File: src/rtl/rgb_pixel_point_effects_defines.svh
// ---------------------------------------------------------------------------
// rgb pixel point effects: assertion macros
// clocked property checks, with and without the reset qualifier
// ---------------------------------------------------------------------------
`ifndef RGB_PIXEL_POINT_EFFECTS_DEFINES_SVH
`define RGB_PIXEL_POINT_EFFECTS_DEFINES_SVH

`ifndef NO_ASSERTIONS

// property checked on every rising edge outside reset
`define RGBPE_ASSERT(label, prop, msg) \
	label: assert property (@(posedge clk) disable iff (!arst_n) (prop)) else $error(msg);

// property checked on every rising edge, reset included
`define RGBPE_ASSERT_ALWAYS(label, prop, msg) \
	label: assert property (@(posedge clk) (prop)) else $error(msg);

`else

`define RGBPE_ASSERT(label, prop, msg)
`define RGBPE_ASSERT_ALWAYS(label, prop, msg)

`endif

`endif

File: src/rtl/rgbpe_pkg.sv
// ---------------------------------------------------------------------------
// rgb pixel point effects package
// effect codes, register indexes and the sepia arithmetic helpers
// ---------------------------------------------------------------------------
package rgbpe_pkg;

	localparam int CHANNEL_BITS = 8;
	localparam int SUM_BITS     = 19;
	localparam int TDATA_BITS   = 3 * CHANNEL_BITS;
	localparam int CFG_IDX_BITS = 2;
	localparam int CFG_BITS     = 9;
	localparam int LEVEL_BITS   = 9;

	localparam logic [CHANNEL_BITS-1:0] CHAN_MAX = '1;

	typedef enum logic [1:0] {
		MODE_GRAY      = 2'd0,
		MODE_SEPIA     = 2'd1,
		MODE_NEGATIVE  = 2'd2,
		MODE_THRESHOLD = 2'd3
	} effect_mode_t;

	typedef enum logic [CFG_IDX_BITS-1:0] {
		REG_EFFECT_MODE     = 2'd0,
		REG_MAX_DEPTH       = 2'd1,
		REG_THRESHOLD_LEVEL = 2'd2,
		REG_UNUSED          = 2'd3
	} cfg_reg_t;

	// sepia matrix in thousandths, one row per output channel
	localparam logic [9:0] SEPIA_COEF [3][3] = '{
		'{10'd393, 10'd769, 10'd189},
		'{10'd349, 10'd686, 10'd168},
		'{10'd272, 10'd534, 10'd131}
	};

	// floor(x / 1000) == (x * RECIP_1000) >> RECIP_SHIFT for every x below 493447,
	// which covers every sepia sum (at most 1351 * 255 = 344505)
	localparam int RECIP_SHIFT = 28;
	localparam int RECIP_BITS  = 19;
	localparam logic [RECIP_BITS-1:0] RECIP_1000 = RECIP_BITS'((2 ** RECIP_SHIFT) / 1000 + 1);
	localparam int PROD_BITS   = SUM_BITS + RECIP_BITS;
	localparam int QUOT_BITS   = CHANNEL_BITS + 1;

	// weighted channel sum of one sepia row, exact in 19 bits
	function automatic logic [SUM_BITS-1:0] sepia_sum(
		input logic [1:0]              row,
		input logic [CHANNEL_BITS-1:0] r,
		input logic [CHANNEL_BITS-1:0] g,
		input logic [CHANNEL_BITS-1:0] b
	);
		logic [SUM_BITS-1:0] pr;
		logic [SUM_BITS-1:0] pg;
		logic [SUM_BITS-1:0] pb;
		pr = SUM_BITS'(SEPIA_COEF[row][0]) * SUM_BITS'(r);
		pg = SUM_BITS'(SEPIA_COEF[row][1]) * SUM_BITS'(g);
		pb = SUM_BITS'(SEPIA_COEF[row][2]) * SUM_BITS'(b);
		return pr + pg + pb;
	endfunction

	// divide by 1000 with truncation, saturate at full scale
	function automatic logic [CHANNEL_BITS-1:0] div1000_sat(input logic [SUM_BITS-1:0] sum);
		logic [PROD_BITS-1:0] prod;
		logic [QUOT_BITS-1:0] quot;
		prod = PROD_BITS'(sum) * PROD_BITS'(RECIP_1000);
		quot = prod[RECIP_SHIFT +: QUOT_BITS];
		return quot[QUOT_BITS-1] ? CHAN_MAX : quot[CHANNEL_BITS-1:0];
	endfunction

endpackage

File: src/rtl/rgb_pixel_point_effects.sv
// ---------------------------------------------------------------------------
// rgb pixel point effects
// per-pixel gray, sepia, negative and threshold effects on an rgb stream
// ---------------------------------------------------------------------------
// One 24-bit rgb pixel enters per beat and one transformed pixel leaves per
// beat, one pixel per clock when the output side keeps taking. On the way
// from the input beat to the output beat an input stage registers the
// pixel with its three sepia weighted sums, and a result stage registers the
// finished pixel. The single reciprocal multiply per channel that turns a
// sepia sum into its quotient by 1000 sits between the two stages and sets
// the clock period. Both stages advance together whenever the result stage is
// empty or being taken; while a result waits the input still takes one more
// beat into the empty input stage and then stalls until the result is taken.
// Registers are written over a separate write channel that never stalls and
// must only be changed while no pixel is inside the block.

`include "rgb_pixel_point_effects_defines.svh"

module rgb_pixel_point_effects (
	input  logic                                    clk,
	input  logic                                    arst_n,
	// pixel input
	input  logic                                    s_axis_tvalid,
	output logic                                    s_axis_tready,
	input  logic [rgbpe_pkg::TDATA_BITS-1:0]        s_axis_tdata,  // red_in, green_in, blue_in
	// pixel output
	output logic                                    m_axis_tvalid,
	input  logic                                    m_axis_tready,
	output logic [rgbpe_pkg::TDATA_BITS-1:0]        m_axis_tdata,  // red_out, green_out, blue_out
	// register writes
	input  logic                                    cfg_valid,
	output logic                                    cfg_ready,
	input  logic [rgbpe_pkg::CFG_IDX_BITS-1:0]      cfg_index,
	input  logic [rgbpe_pkg::CFG_BITS-1:0]          cfg_data
);

	localparam int CB = rgbpe_pkg::CHANNEL_BITS;
	localparam int SB = rgbpe_pkg::SUM_BITS;

	// configuration registers
	rgbpe_pkg::effect_mode_t           effect_mode_q;
	logic [CB-1:0]                     max_depth_q;
	logic [rgbpe_pkg::LEVEL_BITS-1:0]  threshold_level_q;

	// input stage: pixel plus precomputed sepia sums
	logic          valid_s1;
	logic [CB-1:0] chan_s1 [3];
	logic [SB-1:0] sum_s1  [3];

	// result stage
	logic          valid_s2;
	logic [CB-1:0] res_s2 [3];

	logic          adv_s2;
	logic          adv_s1;
	logic          in_beat;
	logic [CB-1:0] chan_in [3];
	logic [SB-1:0] sum_in  [3];
	logic [CB-1:0] top;
	logic [CB-1:0] res     [3];

	// register writes are taken at once; an index beyond the list is dropped
	assign cfg_ready = 1'b1;

	always_ff @(posedge clk or negedge arst_n) begin
		if (!arst_n) begin
			effect_mode_q     <= rgbpe_pkg::MODE_GRAY;
			max_depth_q       <= rgbpe_pkg::CHAN_MAX;
			threshold_level_q <= rgbpe_pkg::LEVEL_BITS'(128);
		end else if (cfg_valid && cfg_ready) begin
			unique case (rgbpe_pkg::cfg_reg_t'(cfg_index))
				rgbpe_pkg::REG_EFFECT_MODE: begin
					effect_mode_q <= rgbpe_pkg::effect_mode_t'(cfg_data[1:0]);
				end
				rgbpe_pkg::REG_MAX_DEPTH: begin
					max_depth_q <= cfg_data[CB-1:0];
				end
				rgbpe_pkg::REG_THRESHOLD_LEVEL: begin
					threshold_level_q <= cfg_data[rgbpe_pkg::LEVEL_BITS-1:0];
				end
				default: begin
				end
			endcase
		end
	end

	// pipeline flow: a stage moves when the one after it has room
	assign adv_s2        = !valid_s2 || m_axis_tready;
	assign adv_s1        = !valid_s1 || adv_s2;
	assign s_axis_tready = adv_s1;
	assign in_beat       = s_axis_tvalid && s_axis_tready;

	// unpack the beat, red in the low byte
	assign chan_in[0] = s_axis_tdata[0*CB +: CB];
	assign chan_in[1] = s_axis_tdata[1*CB +: CB];
	assign chan_in[2] = s_axis_tdata[2*CB +: CB];

	// sepia weighted sums, constant coefficients only
	for (genvar k = 0; k < 3; k++) begin : g_sum
		assign sum_in[k] = rgbpe_pkg::sepia_sum(2'(k), chan_in[0], chan_in[1], chan_in[2]);
	end

	always_ff @(posedge clk or negedge arst_n) begin
		if (!arst_n) begin
			valid_s1 <= 1'b0;
		end else if (adv_s1) begin
			valid_s1 <= s_axis_tvalid;
		end
	end

	always_ff @(posedge clk) begin
		if (in_beat) begin
			chan_s1 <= chan_in;
			sum_s1  <= sum_in;
		end
	end

	// hsv value: largest of the three channels
	always_comb begin
		top = (chan_s1[0] > chan_s1[1]) ? chan_s1[0] : chan_s1[1];
		top = (top > chan_s1[2]) ? top : chan_s1[2];
	end

	// effect selection
	always_comb begin
		unique case (effect_mode_q)
			rgbpe_pkg::MODE_GRAY: begin
				res[0] = top;
				res[1] = top;
				res[2] = top;
			end
			rgbpe_pkg::MODE_SEPIA: begin
				res[0] = rgbpe_pkg::div1000_sat(sum_s1[0]);
				res[1] = rgbpe_pkg::div1000_sat(sum_s1[1]);
				res[2] = rgbpe_pkg::div1000_sat(sum_s1[2]);
			end
			rgbpe_pkg::MODE_NEGATIVE: begin
				// wraps modulo 256 when a channel is above the depth
				res[0] = max_depth_q - chan_s1[0];
				res[1] = max_depth_q - chan_s1[1];
				res[2] = max_depth_q - chan_s1[2];
			end
			rgbpe_pkg::MODE_THRESHOLD: begin
				// levels above full scale turn every pixel black
				if ({1'b0, top} < threshold_level_q) begin
					res[0] = '0;
					res[1] = '0;
					res[2] = '0;
				end else begin
					res[0] = rgbpe_pkg::CHAN_MAX;
					res[1] = rgbpe_pkg::CHAN_MAX;
					res[2] = rgbpe_pkg::CHAN_MAX;
				end
			end
			default: begin
				res[0] = top;
				res[1] = top;
				res[2] = top;
			end
		endcase
	end

	always_ff @(posedge clk or negedge arst_n) begin
		if (!arst_n) begin
			valid_s2 <= 1'b0;
		end else if (adv_s2) begin
			valid_s2 <= valid_s1;
		end
	end

	always_ff @(posedge clk) begin
		if (adv_s2 && valid_s1) begin
			res_s2 <= res;
		end
	end

	assign m_axis_tvalid = valid_s2;
	assign m_axis_tdata  = {res_s2[2], res_s2[1], res_s2[0]};

	// checks

	// input stalls only with both stages holding a pixel
	`RGBPE_ASSERT(a_stall_full, !s_axis_tready |-> (valid_s1 && valid_s2), "input stalled with room inside")

	// gray and threshold give one value on all three channels
	`RGBPE_ASSERT(a_equal_chan, (m_axis_tvalid && (effect_mode_q == rgbpe_pkg::MODE_GRAY || effect_mode_q == rgbpe_pkg::MODE_THRESHOLD)) |-> (res_s2[0] == res_s2[1] && res_s2[1] == res_s2[2]), "channels differ in gray or threshold mode")

	// threshold gives only black or white
	`RGBPE_ASSERT(a_thresh_bw, (m_axis_tvalid && effect_mode_q == rgbpe_pkg::MODE_THRESHOLD) |-> (res_s2[0] == '0 || res_s2[0] == rgbpe_pkg::CHAN_MAX), "threshold result neither black nor white")

	// no output beat offered while in reset
	`RGBPE_ASSERT_ALWAYS(a_rst_quiet, !arst_n |-> !m_axis_tvalid, "output valid during reset")

endmodule
File: config.mk
export PLATFORM = sky130hd
export DESIGN_NAME = rgb_pixel_point_effects
export DESIGN_NICKNAME = d
export VERILOG_FILES = /design/src/rtl/rgbpe_pkg.sv /design/src/rtl/rgb_pixel_point_effects.sv
export VERILOG_INCLUDE_DIRS = /design/src /design/src/rtl
export SDC_FILE = /design/constraint.sdc
export NUM_CORES = 2
export LEC_CHECK = 0
export BUFFER_PORTS_ARGS = -buffer_cell sky130_fd_sc_hd__buf_2
export CAP_MARGIN = 30
export CORE_MARGIN = 2
export CORE_UTILIZATION = 51
export DETAILED_ROUTE_END_ITERATION = 8
export GPL_ROUTABILITY_DRIVEN = 0
export HOLD_SLACK_MARGIN = 0.1
export PLACE_DENSITY = 0.69
export SYNTH_ARGS = -nofsm -noshare
export SYNTH_HDL_FRONTEND = slang
export SYNTH_SLANG_ARGS = --single-unit
File: constraint.sdc
create_clock -name clk -period 7.45 [get_ports clk]
set_input_delay 0.745 -clock clk [delete_from_list [all_inputs] [get_ports clk]]
set_output_delay 0.745 -clock clk [all_outputs]
set_load 0.02 [all_outputs]
Word-level counts from Yosys, hierarchy flattened
Index checks and enable logic that the tools add are counted.
{"block": "word_totals", "reg_bits": 126, "inputBits": 40, "output_inout_bits": 27, "wordCells": 61}
{"block": "classes", "n_addsub": 9, "n_mul": 12, "n_lt_le_gt_ge": 3, "n_eq_ne": 5, "n_mux": 7, "n_reduce_logical": 11}
{"op": "19-bit by 17-bit multiplier with 35-bit output (second input constant)", "n": 3}
{"op": "24-bit case mux with 4 select lines", "n": 1}
{"op": "9-bit by 8-bit multiplier with 17-bit output (first input constant)", "n": 4}
{"op": "17-bit by 18-bit adder with 19-bit output", "n": 3}
{"op": "19-bit by 16-bit adder with 19-bit output", "n": 3}
{"op": "8-bit two-way mux", "n": 5}
{"op": "8-bit by 8-bit multiplier with 16-bit output (first input constant)", "n": 2}
{"op": "5-bit by 8-bit multiplier with 13-bit output (first input constant)", "n": 2}
{"op": "24-bit two-way mux", "n": 1}
{"op": "8-bit subtractor", "n": 3}
{"op": "10-bit by 8-bit multiplier with 18-bit output (first input constant)", "n": 1}
{"op": "8-bit greater-than comparator", "n": 2}
{"op": "8-bit by 9-bit < comparator with 1-bit output", "n": 1}
{"op": "2-bit == test (second input constant)", "n": 3}
{"op": "2-bit AND reduction", "n": 3}
{"op": "2-bit by 1-bit == test with 1-bit output (second input constant)", "n": 2}
{"op": "2-bit logical NOT", "n": 2}
{"op": "1-bit logical AND", "n": 2}
{"op": "1-bit logical NOT", "n": 2}
{"op": "1-bit logical OR", "n": 2}

Depth between registers and ports, before layout
{"block": "logic_depth", "word_depth": 7, "mapped_depth": 29, "depth_no_buf": 29}

Least setup slack after synthesis
OpenSTA, ideal clock, no wires.
{"block": "synth_timing", "path_kind": "in2reg", "start": "input s_axis_tdata[13] (netlist bit)", "end": "register sum_s1[37] (netlist bit), data pin", "setup_ns": 0.158, "t_arrival_ns": 7.239, "required_ns": 7.292, "path_slack_ns": 0.053, "path_stages": 26, "path_buffers": 0, "cell_sequence": "fa_1 inv_1 fa_1 fa_1 fa_1 inv_1 ha_1 a21boi_1 nor2_1 ha_1 inv_1 fa_1 inv_1 fa_1 fa_1 inv_1 fa_1 inv_1 ha_1 a21boi_0 o21ai_0 a21boi_0 o2111ai_1 nand3_1 a211o_1 o211ai_1"}
{"item": "start: declaration", "line_no": "rgb_pixel_point_effects.sv:25", "rtl": "input logic [rgbpe_pkg::TDATA_BITS-1:0] s_axis_tdata,"}
{"item": "end signal: assignment", "line_no": "rgb_pixel_point_effects.sv:114", "rtl": "sum_s1 <= sum_in;"}
{"item": "end: declaration", "line_no": "rgb_pixel_point_effects.sv:48", "rtl": "logic [SB-1:0] sum_s1 [3];"}

==> out/summary.json <==
{
  "tritoncts_num_sinks": {"value": 124},
  "critical_path_required": {"value": 7630, "unit": "ps"},
  "drt_iter0_drc": {"value": 942},
  "syn-cell-area": {"value": 27800, "unit": "sq um"},
  "grt_first_pass_wirelength": {"value": 106000, "unit": "microns"},
  "critical_path_class": {"value": "in -> reg"},
  "tritoncts.num_buffers": {"value": 17},
  "timing.reg2reg.worst_path_depth": {"value": 24},
  "fin_ws": {"value": 246, "unit": "ps"},
  "setup_viol_count_final": {"value": 0},
  "seq_area_frac_synth": {"value": 13.0, "unit": "%"},
  "avgViaCountPerCell": {"value": 5.41},
  "wirelength": {"value": 63500, "unit": "microns"},
  "fillCellCount": {"value": 4562},
  "final_hpwl_from_detailed_placement": {"value": 54100, "unit": "microns"},
  "maximum_number_of_pins_on_one_net_before_global_route_repair": {"value": 80},
  "wl_per_cell": {"value": 17.7, "unit": "microns"},
  "area_growth": {"value": 8.01, "unit": "%"},
  "run_status": {"value": "finished, final reports clean"},
  "die_w": {"value": 238, "unit": "microns"},
  "synth_async_sr_flop_share": {"value": 16.9, "unit": "%"},
  "max_fo_critical_path": {"value": 3},
  "portBuffers": {"value": 65},
  "fin_skew": {"value": 11.8, "unit": "ps"},
  "tightest_slew": {"value": 756, "unit": "ps"},
  "ratio_of_cells_with_drive_above_1_in_the_final_layout": {"value": 7.64, "unit": "%"},
  "drt_first_pass_iters": {"value": 5},
  "final_nets": {"value": 4039},
  "avgSynthCellArea": {"value": 10.1, "unit": "sq um"},
  "cts-htree-levels": {"value": 4},
  "final_antenna_net_count": {"value": 0},
  "synth-warning-count": {"value": 0},
  "clkLatencyLatePin": {"value": 440, "unit": "ps"},
  "endpoint_of_the_worst_register_to_register_path": {"value": "m_axis_tdata[1]"},
  "yosys_register_bits": {"value": 124},
  "fin_crit_sh": {"value": 96.7, "unit": "%"},
  "num_io_pins": {"value": 67},
  "grt_pass1_vias": {"value": 21100},
  "slew_viol_final": {"value": 0},
  "holdCritPathClass": {"value": "in -> async"},
  "max_cap_violations": {"value": 0},
  "max_slew_margin": {"value": 49.6, "unit": "%"},
  "floorplan.die_area": {"value": 56500, "unit": "sq um"},
  "synth-main-ff-cell": {"value": "sky130_fd_sc_hd__edfxtp_1"},
  "drc": {"value": 0},
  "initial_utilization": {"value": 51.6, "unit": "%"},
  "mostFrequentLayoutCell": {"value": "sky130_fd_sc_hd__ha_1"},
  "cts_tree": {"value": "built"},
  "worst_r2r_startpoint": {"value": "chan_s1[15]"},
  "gr-usage-all-layers": {"value": 23.7, "unit": "%"},
  "rrSetupSlack": {"value": 900, "unit": "ps"},
  "core": {"value": 53900, "unit": "sq um"},
  "number_of_antenna_violations_at_the_first_check_in_global_routing": {"value": 0},
  "min_period": {"value": 7200, "unit": "ps"},
  "synthesis.instances": {"value": 2755},
  "gr-total-overflow": {"value": 0},
  "yosysTopAreaCellShare": {"value": 35.9, "unit": "%"},
  "worstSetupStartpoint": {"value": "s_axis_tdata[13]"},
  "cts_root_buf": {"value": "sky130_fd_sc_hd__clkbuf_16"},
  "fp-row-count": {"value": 85},
  "clkTransAtPathRegs": {"value": 60, "unit": "ps"},
  "final_hold_vios": {"value": 0},
  "cts-root-to-sink-buffers": {"value": 2},
  "synthesis.nets": {"value": 3914},
  "worst_setup_path_start_kind": {"value": "primary input"},
  "place_ws": {"value": -430, "unit": "ps"},
  "layout_common_cells": {"value": "796 x sky130_fd_sc_hd__ha_1, 709 x sky130_fd_sc_hd__inv_1, 321 x sky130_fd_sc_hd__fa_1"},
  "critical_path_at": {"value": 7380, "unit": "ps"},
  "synth_edf_count": {"value": 103},
  "maxClockFrequency": {"value": 139, "unit": "MHz"},
  "yosys-top-cells-area": {"value": "sky130_fd_sc_hd__ha_1 36%, sky130_fd_sc_hd__fa_1 23%, sky130_fd_sc_hd__edfxtp_1 11%"},
  "worst_setup_path_endpoint": {"value": "sum_s1[36]"},
  "die_height": {"value": 238, "unit": "microns"},
  "post_synth_num_cell_types": {"value": 84},
  "synth_largest_area_cell": {"value": "sky130_fd_sc_hd__ha_1"},
  "setup.worst_path.end_class": {"value": "flop"},
  "vias": {"value": 19400}
}
[through the flow]
step / instance area [sq um] / hold WS [ps] / instances / setup TNS [ps] / util [%]
after floorplan: 27800 / 449 / 2755 / 0 / -
after global placement: 29300 / 464 / 3554 / -1680 / 54.4
after detailed placement: 29400 / 466 / 3555 / -1910 / 54.5
after CTS: 30000 / 261 / 3587 / 0 / 55.6
after global routing: 30100 / 285 / 3589 / -39.4 / 55.8
final: 30100 / 259 / 3590 / 0 / 55.8
[logic make-up after synthesis]
logic type | count (synthesis) | synth area share [%]
other | 1 | 0.0135
adders and majority gates | 1119 | 59.0
AOI/OAI and AO/OA | 360 | 8.59
xor gates and xnor gates | 98 | 3.08
and+or+nand+nor | 303 | 5.39
buffers and inverters | 721 | 9.77
DFF | 124 | 13.0
muxes | 29 | 1.16
[critical path, cell delays in order]
cell and delay (ps):
sky130_fd_sc_hd__buf_2 120, sky130_fd_sc_hd__fa_1 530, sky130_fd_sc_hd__inv_1 60, sky130_fd_sc_hd__fa_1 530, sky130_fd_sc_hd__fa_1 450, sky130_fd_sc_hd__fa_1 550, sky130_fd_sc_hd__inv_1 70, sky130_fd_sc_hd__ha_4 270
sky130_fd_sc_hd__a21boi_2 160, sky130_fd_sc_hd__nor2_1 60, sky130_fd_sc_hd__ha_1 270, sky130_fd_sc_hd__inv_1 50, sky130_fd_sc_hd__fa_1 490, sky130_fd_sc_hd__inv_1 40, sky130_fd_sc_hd__fa_1 460, sky130_fd_sc_hd__fa_1 540
sky130_fd_sc_hd__inv_1 60, sky130_fd_sc_hd__fa_1 520, sky130_fd_sc_hd__inv_1 40, sky130_fd_sc_hd__ha_1 310, sky130_fd_sc_hd__a21o_1 190, sky130_fd_sc_hd__a21oi_2 190, sky130_fd_sc_hd__o211ai_1 140, sky130_fd_sc_hd__a31o_2 250
sky130_fd_sc_hd__a21oi_1 160, sky130_fd_sc_hd__xnor2_1 100
[what timing repair did]
item                                    4_1_cts  5_1_grt
endpoints found under the setup margin        0        5
hold buffers                                  0        0
buffers inserted                              0        1
resized for setup                             0       17
[area by class of cell]
type,count,area (sq um),share of cell area [%]
Antenna cell,1,2.50,0.00832
Clock buffer,22,518,1.72
Clock inverter,10,72.6,0.241
Inverter,711,2670,8.88
Multi-Input combinational cell,1910,21600,71.7
Sequential cell,124,3630,12.1
Tap cell,696,871,2.90
Timing Repair Buffer,116,748,2.49
[synthesized netlist by cell type (6+ instances only)]
master,number
sky130_fd_sc_hd__nor2b_1,15
sky130_fd_sc_hd__dfrtp_1,12
sky130_fd_sc_hd__edfxtp_1,103
sky130_fd_sc_hd__and3_1,13
sky130_fd_sc_hd__nor3_1,25
sky130_fd_sc_hd__nand3_1,34
sky130_fd_sc_hd__o21ai_1,20
sky130_fd_sc_hd__a211oi_1,16
sky130_fd_sc_hd__o21a_1,9
sky130_fd_sc_hd__a31oi_1,9
sky130_fd_sc_hd__a21boi_0,11
sky130_fd_sc_hd__o21ai_0,73
sky130_fd_sc_hd__and2_1,12
sky130_fd_sc_hd__a21oi_1,90
sky130_fd_sc_hd__or3_1,8
sky130_fd_sc_hd__o211ai_1,16
sky130_fd_sc_hd__xnor2_1,73
sky130_fd_sc_hd__a21o_1,38
sky130_fd_sc_hd__fa_1,321
sky130_fd_sc_hd__inv_1,709
sky130_fd_sc_hd__xor2_1,25
sky130_fd_sc_hd__nor2_1,83
sky130_fd_sc_hd__o21bai_1,13
sky130_fd_sc_hd__nand2b_1,15
sky130_fd_sc_hd__dfstp_2,9
sky130_fd_sc_hd__o221ai_1,6
sky130_fd_sc_hd__mux2_2,25
sky130_fd_sc_hd__ha_1,798
sky130_fd_sc_hd__nand2_1,59
sky130_fd_sc_hd__nand4_1,14
[per-layer routing]
metal  global-route usage (%)  part of all wire, %
met2                     39.9                   47
met1                     32.5                   47
met4                     6.54                  2.1
met5                        0                    0
met3                     2.45                  4.1
[flip-flops by register name, indices dropped and copies added (netlist names)]
| name | flops |
|---|---|
| sum_s1 | 55 |
| chan_s1 | 24 |
| valid_s1 | 1 |
| threshold_level_q | 9 |
| m_axis_tdata | 24 |
| m_axis_tvalid | 1 |
| effect_mode_q | 2 |
| max_depth_q | 8 |
[how the worst min path moves through the flow]
| stage | start | to | slack [ps] | cells past startpoint |
|---|---|---|---|---|
| after detailed placement | valid_s1 | m_axis_tvalid | 470 | 1 |
| final | arst_n | threshold_level_q[3] | 260 | 1 |
| after CTS | arst_n | threshold_level_q[3] | 260 | 1 |
| after floorplan | arst_n | effect_mode_q[0] | 450 | 0 |
| after global placement | valid_s1 | m_axis_tvalid | 460 | 1 |
| after global routing | arst_n | threshold_level_q[8] | 290 | 1 |
Power is not shown: default switching activity piles up to over one toggle a cycle in this logic, so the estimate is an artifact.
